$ cat src/design/cdnt_pkg.sv
// ----------------------------------------------------------------------------
// cdnt_pkg
// Types, constants and tables shared by the civil date to NTP converter.
// ----------------------------------------------------------------------------
package cdnt_pkg;

  // Request: one local calendar date and time, fields already split.
  typedef struct packed {
    logic [11:0] calendar_year;
    logic [3:0]  calendar_month;
    logic [4:0]  day_of_month;
    logic [4:0]  hour_of_day;
    logic [5:0]  minute_of_hour;
    logic [5:0]  second_of_minute;
    logic [9:0]  millisecond;
  } cdnt_req_t;

  // Response: 64-bit NTP timestamp.
  typedef struct packed {
    logic [31:0] ntp_seconds;
    logic [31:0] ntp_fraction;
  } cdnt_rsp_t;

  localparam int unsigned OffsetWidth = 17;
  localparam logic signed [OffsetWidth-1:0] OffsetReset = 17'sd21600;

  // Seconds from 1900-01-01 to 1970-01-01.
  localparam logic [31:0] EpochDelta = 32'd2208988800;
  localparam logic [31:0] SecondsPerDay = 32'd86400;

  // Leap years in [1, 1969].
  localparam logic [10:0] LeapsBefore1970 = 11'd477;

  // floor(x / 100) = (x * Recip100) >> Recip100Shift for x below 4096.
  localparam int unsigned Recip100Shift = 19;
  localparam logic [12:0] Recip100 = 13'd5243;

  // Fraction path: ms * 2^29 = 125 * (ms * FracScale) + ms * FracResid.
  localparam logic [22:0] FracScale = 23'd4294967;
  localparam logic [5:0]  FracResid = 6'd37;
  // floor(x / 125) = (x * Recip125) >> Recip125Shift for x below 2^16.
  localparam int unsigned Recip125Shift = 24;
  localparam logic [17:0] Recip125 = 18'd134218;
  // Round up when the remainder over 125 reaches this value.
  localparam logic [6:0]  FracRoundAt = 7'd63;

  // Days before the first of each month in a common year.
  function automatic logic [8:0] days_before(input logic [3:0] month);
    logic [8:0] d;
    case (month)
      4'd0:    d = 9'd0;
      4'd1:    d = 9'd0;
      4'd2:    d = 9'd31;
      4'd3:    d = 9'd59;
      4'd4:    d = 9'd90;
      4'd5:    d = 9'd120;
      4'd6:    d = 9'd151;
      4'd7:    d = 9'd181;
      4'd8:    d = 9'd212;
      4'd9:    d = 9'd243;
      4'd10:   d = 9'd273;
      4'd11:   d = 9'd304;
      default: d = 9'd334;
    endcase
    return d;
  endfunction

endpackage

$ cat src/design/civil_date_to_ntp_timestamp.sv
// ----------------------------------------------------------------------------
// civil_date_to_ntp_timestamp
// Converts a local Gregorian date and time into a 64-bit NTP timestamp.
//
// Each request carries year, month, day, hour, minute, second and
// millisecond; each response carries NTP seconds since 1900 (wrapping modulo
// 2^32) and the fraction round(ms * 2^32 / 1000). The local-to-UTC offset in
// seconds is a signed 17-bit register (reset 21600) written through
// cfg_we_i / cfg_wdata_i; write it only while no request is in flight.
// The block is a five-stage pipeline that accepts one request per cycle
// while it is not held; an accepted request passes through the stages in
// order and shows as a valid response in the response register. The whole
// pipeline advances together; it holds only while the response register is
// full and out_stall_i is high, and in_stall_o shows exactly that. Field
// values are not range-checked: months above twelve act as December, a
// millisecond of 1000 or more carries into the seconds with a zero fraction.
// ----------------------------------------------------------------------------
module civil_date_to_ntp_timestamp (
  input  logic                                   clk_i,
  input  logic                                   rst_ni,
  input  logic                                   in_valid_i,
  output logic                                   in_stall_o,
  input  cdnt_pkg::cdnt_req_t                    in_req_i,
  output logic                                   out_valid_o,
  input  logic                                   out_stall_i,
  output cdnt_pkg::cdnt_rsp_t                    out_rsp_o,
  input  logic                                   cfg_we_i,
  input  logic signed [cdnt_pkg::OffsetWidth-1:0] cfg_wdata_i
);
  import cdnt_pkg::*;

  // Pipeline control: one enable for all stages.
  logic       adv;
  logic [4:0] vld_q;

  logic signed [OffsetWidth-1:0] offset_q;

  // Stage 1: year terms, month table, time of day.
  logic signed [12:0] ydiff;
  logic [11:0]        ym1;
  logic [24:0]        p100m1, p100y;
  logic [22:0]        p400m1;
  logic signed [20:0] s1_y365_q, s1_y365_d;
  logic               s1_gt_q;
  logic [9:0]         s1_q4_q;
  logic [5:0]         s1_q100_q;
  logic [3:0]         s1_q400_q;
  logic [5:0]         s1_q100y_q;
  logic [11:0]        s1_year_q;
  logic               s1_late_q;
  logic [8:0]         s1_dbm_q;
  logic signed [5:0]  s1_dm1_q, s1_dm1_d;
  logic [16:0]        s1_tod_q, s1_tod_d;

  // Stage 2: leap-day counts and partial day sum.
  logic [10:0]        leaps_full;
  logic               leap;
  logic signed [20:0] s2_part_q, s2_part_d;
  logic [9:0]         s2_leaps_q, s2_leaps_d;
  logic               s2_extra_q;
  logic [16:0]        s2_tod_q;

  // Stage 3: days since 1970.
  logic signed [20:0] s3_days_q, s3_days_d;
  logic [16:0]        s3_tod_q;

  // Stage 4: day seconds and the sum of time of day, offset and epoch delta.
  logic [31:0]        s4_daysec_q, s4_daysec_d;
  logic [31:0]        s4_base_q, s4_base_d;

  // Stage 5: response register.
  logic [32:0]        frac33;
  cdnt_rsp_t          s5_rsp_q, s5_rsp_d;

  assign adv        = !(vld_q[4] && out_stall_i);
  assign in_stall_o = !adv;

  // ---- stage 1 ----
  assign ydiff     = $signed({1'b0, in_req_i.calendar_year}) - 13'sd1970;
  assign s1_y365_d = {{8{ydiff[12]}}, ydiff} * 21'sd365;
  assign ym1       = in_req_i.calendar_year - 12'd1;
  assign p100m1    = {13'd0, ym1} * {12'd0, Recip100};
  assign p400m1    = {13'd0, ym1[11:2]} * {10'd0, Recip100};
  assign p100y     = {13'd0, in_req_i.calendar_year} * {12'd0, Recip100};
  assign s1_dm1_d  = $signed({1'b0, in_req_i.day_of_month}) - 6'sd1;
  assign s1_tod_d  = {12'd0, in_req_i.hour_of_day} * 17'd3600
                   + {11'd0, in_req_i.minute_of_hour} * 17'd60
                   + {11'd0, in_req_i.second_of_minute};

  // ---- stage 2 ----
  // Leap years in [1970, year) = leaps_upto(year - 1) - leaps_upto(1969).
  assign leaps_full = {1'b0, s1_q4_q} - {5'd0, s1_q100_q} + {7'd0, s1_q400_q}
                    - LeapsBefore1970;
  assign s2_leaps_d = s1_gt_q ? leaps_full[9:0] : 10'd0;
  // Divisible by 4, and not a century unless the century count is too.
  assign leap = (s1_year_q[1:0] == 2'd0)
             && ((s1_year_q != 12'({6'd0, s1_q100y_q} * 12'd100))
              || (s1_q100y_q[1:0] == 2'd0));
  assign s2_part_d = s1_y365_q + $signed({12'd0, s1_dbm_q})
                   + {{15{s1_dm1_q[5]}}, s1_dm1_q};

  // ---- stage 3 ----
  assign s3_days_d = s2_part_q + $signed({11'd0, s2_leaps_q})
                   + $signed({20'd0, s2_extra_q});

  // ---- stage 4 ----
  assign s4_daysec_d = {{11{s3_days_q[20]}}, s3_days_q} * SecondsPerDay;
  assign s4_base_d   = {15'd0, s3_tod_q}
                     + {{(32-OffsetWidth){offset_q[OffsetWidth-1]}}, offset_q}
                     + EpochDelta;

  // ---- stage 5 ----
  // A fraction that reaches 2^32 carries into the seconds.
  always_comb begin
    s5_rsp_d.ntp_seconds  = s4_daysec_q + s4_base_q + {31'd0, frac33[32]};
    s5_rsp_d.ntp_fraction = frac33[32] ? 32'd0 : frac33[31:0];
  end

  cdnt_frac u_frac (
    .clk_i  (clk_i),
    .en_i   (adv),
    .ms_i   (in_req_i.millisecond),
    .frac_o (frac33)
  );

  // Control state: valid bits and the offset register.
  always_ff @(posedge clk_i or negedge rst_ni) begin
    if (!rst_ni) begin
      vld_q    <= '0;
      offset_q <= OffsetReset;
    end else begin
      if (adv) begin
        vld_q <= {vld_q[3:0], in_valid_i};
      end
      if (cfg_we_i) begin
        offset_q <= cfg_wdata_i;
      end
    end
  end

  // Payload: advance with the pipeline, hold on stall.
  always_ff @(posedge clk_i) begin
    if (adv) begin
      s1_y365_q   <= s1_y365_d;
      s1_gt_q     <= in_req_i.calendar_year > 12'd1970;
      s1_q4_q     <= ym1[11:2];
      s1_q100_q   <= p100m1[Recip100Shift+5:Recip100Shift];
      s1_q400_q   <= p400m1[Recip100Shift+3:Recip100Shift];
      s1_q100y_q  <= p100y[Recip100Shift+5:Recip100Shift];
      s1_year_q   <= in_req_i.calendar_year;
      s1_late_q   <= in_req_i.calendar_month > 4'd2;
      s1_dbm_q    <= days_before(in_req_i.calendar_month);
      s1_dm1_q    <= s1_dm1_d;
      s1_tod_q    <= s1_tod_d;
      s2_part_q   <= s2_part_d;
      s2_leaps_q  <= s2_leaps_d;
      s2_extra_q  <= s1_late_q && leap;
      s2_tod_q    <= s1_tod_q;
      s3_days_q   <= s3_days_d;
      s3_tod_q    <= s2_tod_q;
      s4_daysec_q <= s4_daysec_d;
      s4_base_q   <= s4_base_d;
      s5_rsp_q    <= s5_rsp_d;
    end
  end

  assign out_valid_o = vld_q[4];
  assign out_rsp_o   = s5_rsp_q;

endmodule

$ cat src/design/cdnt_frac.sv
// ----------------------------------------------------------------------------
// cdnt_frac
// Four-stage pipeline for round(ms * 2^32 / 1000), exact, 33-bit result.
// ----------------------------------------------------------------------------
module cdnt_frac (
  input  logic        clk_i,
  input  logic        en_i,
  input  logic [9:0]  ms_i,
  output logic [32:0] frac_o
);
  import cdnt_pkg::*;

  logic [32:0] r1_a0_q, r1_a0_d;
  logic [15:0] r1_x_q, r1_x_d;
  logic [32:0] r2_a0_q;
  logic [15:0] r2_x_q;
  logic [8:0]  r2_qt_q, r2_qt_d;
  logic [33:0] r2_prod;
  logic [32:0] r3_a_q, r3_a_d;
  logic [6:0]  r3_b_q, r3_b_d;
  logic [15:0] r3_qx;
  logic [32:0] r4_f_q, r4_f_d;

  // ms * 2^29 split into a multiple of 125 and a small residue
  assign r1_a0_d = {23'd0, ms_i} * {10'd0, FracScale};
  assign r1_x_d  = {6'd0, ms_i} * {10'd0, FracResid};

  // residue / 125 by reciprocal
  assign r2_prod = {18'd0, r1_x_q} * {16'd0, Recip125};
  assign r2_qt_d = r2_prod[Recip125Shift+8:Recip125Shift];

  assign r3_qx  = {7'd0, r2_qt_q} * 16'd125;
  assign r3_a_d = r2_a0_q + {24'd0, r2_qt_q};
  assign r3_b_d = 7'(r2_x_q - r3_qx);

  // round half up on the remainder
  assign r4_f_d = r3_a_q + {32'd0, (r3_b_q >= FracRoundAt)};

  always_ff @(posedge clk_i) begin
    if (en_i) begin
      r1_a0_q <= r1_a0_d;
      r1_x_q  <= r1_x_d;
      r2_a0_q <= r1_a0_q;
      r2_x_q  <= r1_x_q;
      r2_qt_q <= r2_qt_d;
      r3_a_q  <= r3_a_d;
      r3_b_q  <= r3_b_d;
      r4_f_q  <= r4_f_d;
    end
  end

  assign frac_o = r4_f_q;

endmodule

$ cat config.mk
export PLATFORM = sky130hd
export DESIGN_NAME = civil_date_to_ntp_timestamp
export DESIGN_NICKNAME = d
export VERILOG_FILES = /design/src/design/cdnt_pkg.sv /design/src/design/civil_date_to_ntp_timestamp.sv /design/src/design/cdnt_frac.sv
export SDC_FILE = /design/constraint.sdc
export NUM_CORES = 2
export LEC_CHECK = 0
export BUFFER_PORTS_ARGS = -buffer_cell sky130_fd_sc_hd__buf_2
export CAP_MARGIN = 5
export CORE_ASPECT_RATIO = 1.75
export CORE_UTILIZATION = 35
export DETAILED_ROUTE_END_ITERATION = 8
export PLACE_DENSITY = 0.6
export SYNTH_ARGS = -nofsm -noshare
export SYNTH_HDL_FRONTEND = slang
export SYNTH_HIERARCHICAL = 1
export SYNTH_SLANG_ARGS = --single-unit
export TNS_END_PERCENT = 30
$ cat constraint.sdc
create_clock -name clk_i -period 27 [get_ports clk_i]
set_input_delay 5.4 -clock clk_i [delete_from_list [all_inputs] [get_ports clk_i]]
set_output_delay 5.4 -clock clk_i [all_outputs]
set_load 0.01 [all_outputs]
# ---- Yosys cells after proc, flatten, opt, wreduce, memory -nomap -nowiden
# Memory sizes are Yosys's and may differ from the RTL's. A register that Yosys moved wholly into a read port is not among the register bits.
# Index checks and enable logic that the tools add are counted.
dict set report totals {
  output_inout_bits 66
  register_bits 485
  memories 1
  elab_cells 73
  in_bits 70
  romBits 144
}
# name words word_bits read_ports rd_ports_with_merged_regs wr line_no
set mem_list {}
lappend mem_list {{(no name shown)} 16 9 1 1 0 cdnt_pkg.sv:50} ;# case (month)
dict set report op_classes {
  n_mul 12
  addsub 19
  n_eq_ne 1
  n_reduce_logical 7
  order_cmp 3
}
# operator count
set op_table {}
lappend op_table {{multiplier 12 x 13 -> 25 bit, second input constant} 2}
lappend op_table {{adder 33 x 1 -> 33 bit} 1}
lappend op_table {{adder 33 x 9 -> 33 bit} 1}
lappend op_table {{multiplier 10 x 23 -> 33 bit, second input constant} 1}
lappend op_table {{adder 32 x 1 -> 32 bit} 1}
lappend op_table {{adder 32 bit} 1}
lappend op_table {{adder 32 bit, second input constant} 1}
lappend op_table {{multiplier 16 x 17 -> 32 bit, second input constant} 1}
lappend op_table {{multiplier 32 x 10 -> 25 bit, second input constant} 1}
lappend op_table {{multiplier 10 x 13 -> 23 bit, second input constant} 1}
lappend op_table {{adder 21 x 11 -> 21 bit} 1}
lappend op_table {{adder 21 x 2 -> 21 bit} 1}
lappend op_table {{adder 21 bit} 1}
lappend op_table {{adder 21 x 9 -> 21 bit} 1}
lappend op_table {{multiplier 13 x 10 -> 21 bit, second input constant} 1}
lappend op_table {{adder 18 x 17 -> 19 bit} 1}
lappend op_table {{adder 17 x 12 -> 17 bit} 1}
lappend op_table {{adder 17 x 6 -> 17 bit} 1}
lappend op_table {{multiplier 10 x 6 -> 16 bit, second input constant} 1}
lappend op_table {{multiplier 5 x 8 -> 13 bit, second input constant} 1}
lappend op_table {{subtractor 12 x 11 -> 13 bit, second input constant} 1}
lappend op_table {{greater-than comparator 12 x 11 -> 1 bit, second input constant} 1}
lappend op_table {{inequality test 12 bit} 1}
lappend op_table {{subtractor 12 x 1 -> 12 bit, second input constant} 1}
lappend op_table {{14 further kinds} 17}

# ---- Depth between registers and ports, before layout
dict set report depth {
  depth_word 5
  mapped_depth 28
  ltp_nobuf 28
}

# ---- Hierarchy
# The synthesis kept the hierarchy.
# mod area_per_inst_um2 instances cells_each seq_area_each_um2
set modules_own_cells {}
lappend modules_own_cells {civil_date_to_ntp_timestamp 28088.2 1 2505 9205.1}
lappend modules_own_cells {cdnt_frac 14564.0 1 1246 5074.9}

# ---- Least setup slack after synthesis
# Ideal clock, no wire load.
dict set report synth_timing {
  kind {in2out}
  start {in out_stall_i}
  end {out in_stall_o}
  path_slack_ns 5.453
  cell_stages 2
  t_arrival_ns 16.147
  path_buffers 0
  required_ns 21.600
  path_cell_list {nand2_1 -> inv_1}
}
dict set report synth_between {
  elab_chain_cells 1
}
# item line_no
set synth_rtl {}
lappend synth_rtl {{from (decl)} civil_date_to_ntp_timestamp.sv:25} ;# input logic out_stall_i,
lappend synth_rtl {{logical AND 1 bit} civil_date_to_ntp_timestamp.sv:75} ;# assign adv = !(vld_q[4] && out_stall_i);
lappend synth_rtl {{to (decl)} civil_date_to_ntp_timestamp.sv:22} ;# output logic in_stall_o,
# Every way passes these cells.

# ---- Worst setup path in the final report
# Ends and elaborated chain as after synthesis.

==> results.toml <==
[cells_and_area]
mostFrequentLayoutCell = "inv_1"
layout_common_cells = "770 x inv_1, 763 x ha_1, 457 x edfxtp_1, 321 x fa_1, 250 x xnor2_1"
fillers = 11800
area_growth_pct = 10.3
fin_nets = 5081
instances_no_fill = 5596
drive_gt1_share_pct = 7.91

[global_route]
grt_pass1_vias = 28500
grt_usage_pct = 14.6
use_met2_pct = 29.7
globalRoute.totalOverflow = 0
grt_util_met1_pct = 14.2
grt_max_degree = 151
grt_use_met3_pct = 1.75
grt_first_pass_wirelength_um = 143000
antenna_found_initial = 9
grt_busiest_layer = "met2"

[hold_path]
hold_class = "flip-flop to flip-flop"
worstHoldPathCells = 0

[floorplanning]
die_w_um = 266
io_pins = 136
coreArea_sq_um = 121000
chipHeight_um = 464
rows = 169
fp.dieArea_sq_um = 123000
start_util_pct = 35.3

[timing]
max_freq_mhz = 86.4
hold_violations = 0
tightest_slew_ns = 1.08
setup_slack_ns = 15.42
setup_viol = 0
rsz0062_at_grt = "false"
fin_skew_ns = 0.0618
finalSetupTns_ns = 0
drv_slew = 0
hold_slack_ns = 0.413
period_needed_ns = 11.58
slew_headroom_pct = 28.2
post-route-period-util_pct = 42.9

[worst_setup_path]
critPathRequiredTime_ns = 21.60
worstPathMaxFanout = 48
critPathKind = "input port to primary output"
reg2regPathDepth = 17
endpoint_kind = "primary output"
arrival_ns = 6.18
r2r_slack_ns = 21.61
critPathLaunchType = "input port"

[synthesis]
synthCells = 3751
ys.flop_type = "edfxtp_1"
avgSynthCellArea_sq_um = 11.4
ys_ff_latch = 479
synthesis.area_sq_um = 42700
synthArstFlopShare_pct = 4.59
ys.warnings.count = 6
yosysSeqAreaShare_pct = 33.5
synthDistinctLibCells = 100
synth_nets = 4905
synth_edf_count = 457

[cts]
cts.clk_slew.worst_paths_ns = 0.06
cts_max_path_buffers = 3
clock_latency_ns = 0.67
cts_buffers = 51
cts.sinks = 479
holdBufCountCts = 0
cts_resized = 0
postCtsSetupBuffers = 0
cts_max_level = 2
cts_tree = "yes"
cts-root-buf = "clkbuf_16"

[detailed_routing]
vias = 26400
drt-initial-drc-count = 854
ant_nets = 0
drc = 4
wirelength_um = 87300
firstDrtPassIters = 7
wire_per_inst_um = 15.6
via_per_inst = 4.73

[placement]
dp_hpwl_um = 71700
pre_cts_ws_ns = 14.79
placed_cells = 5498
numPortBuffers = 135
gp_congestion = 0.874

[status]
status = "finished with violations"
violations = "design-rule violations"

[job]
max-cap-violations = 0
-- per-stage QoR --
stage,util [%],cell area [sq um]
after floorplan,-,42700
after global placement,37.5,45400
after detailed placement,37.5,45400
after CTS,38.9,47100
after global routing,38.9,47100
final,38.9,47100
-- state kept, by name, summed over array words and instances, names as in the netlist, 20 cells and up --
signal and cells:
s4_base_q 20, u_frac/r3_a_q 33, u_frac/r1_a0_q 33, s1_y365_q 21, out_rsp_o 64, u_frac/r2_a0_q 33, u_frac/frac_o 33, s2_part_q 21
s4_daysec_q 25, s3_days_q 21
-- layout make-up --
class                      count  area, sq um  share of cell area (%)
timing repair buffer         144          756                    1.61
multi-input combinational   2481        25400                    54.0
clock inverter                37          364                   0.774
inverter                     770         2890                    6.14
clock buffer                  59         1330                    2.82
antenna                        2         5.00                  0.0106
sequential                   479        14300                    30.3
tap                         1624         2030                    4.32
-- cells by family after synthesis --
logic type | after synthesis | share of synthesized area (%)
xor+xnor | 341 | 7.02
buf+inv | 791 | 6.99
fa+ha+maj | 1084 | 37.4
flops | 479 | 33.5
simple gates | 530 | 6.33
compound gates | 502 | 8.11
mux | 24 | 0.628
-- critical path, stage by stage --
cell	delay, ns
buf_2	0.11
nand2_4	0.44
inv_1	0.07
buf_2	0.15
-- cell usage after synthesis, drive strengths merged, types with 8 or more instances --
| cell type | number | share of area, % |
|---|---|---|
| a211oi | 26 | 0.53 |
| xnor2 | 251 | 5.2 |
| o21a | 12 | 0.21 |
| nand2 | 118 | 1.0 |
| o211ai | 15 | 0.29 |
| a21boi | 11 | 0.21 |
| inv | 770 | 6.8 |
| a21o | 71 | 1.3 |
| or2 | 9 | 0.13 |
| nor2b | 51 | 0.75 |
| fa | 321 | 15 |
| xor2 | 90 | 1.8 |
| and2 | 19 | 0.28 |
| a31oi | 12 | 0.18 |
| nand4 | 23 | 0.34 |
| dfrtp | 17 | 1.0 |
| o21ai | 75 | 0.91 |
| edfxtp | 457 | 32 |
| nor3 | 38 | 0.46 |
| or3 | 15 | 0.23 |
| a21oi | 158 | 1.9 |
| mux2 | 22 | 0.58 |
| nor2 | 109 | 0.97 |
| nand2b | 21 | 0.31 |
| a211o | 8 | 0.16 |
| nand3 | 68 | 0.85 |
| clkbuf | 16 | 0.14 |
| a31o | 10 | 0.21 |
| o31ai | 15 | 0.31 |
| and3 | 36 | 0.54 |
| o21bai | 42 | 0.75 |
| ha | 763 | 22 |
-- final timing paths --
kind | start | end
worst min-delay path | s2_tod_q[7] | s3_tod_q[7]
max in group asynchronous | rst_ni | vld_q[4]
min in group asynchronous | rst_ni | offset_q[0]
worst max-delay path | out_stall_i | in_stall_o
worst min register to register | s2_tod_q[7] | s3_tod_q[7]
worst max register to register | u_frac/r1_x_q[2] | u_frac/r2_qt_q[7]
-- per-layer routing --
metal / wire (um) / vias to the layer above
met5: 39 / -
met4: 4090 / 6
met3: 2330 / 176
met2: 50000 / 345
met1: 30800 / 12800
li1: - / 13100
Power is not shown: default switching activity piles up to over one toggle a cycle in this logic, so the estimate is an artifact.
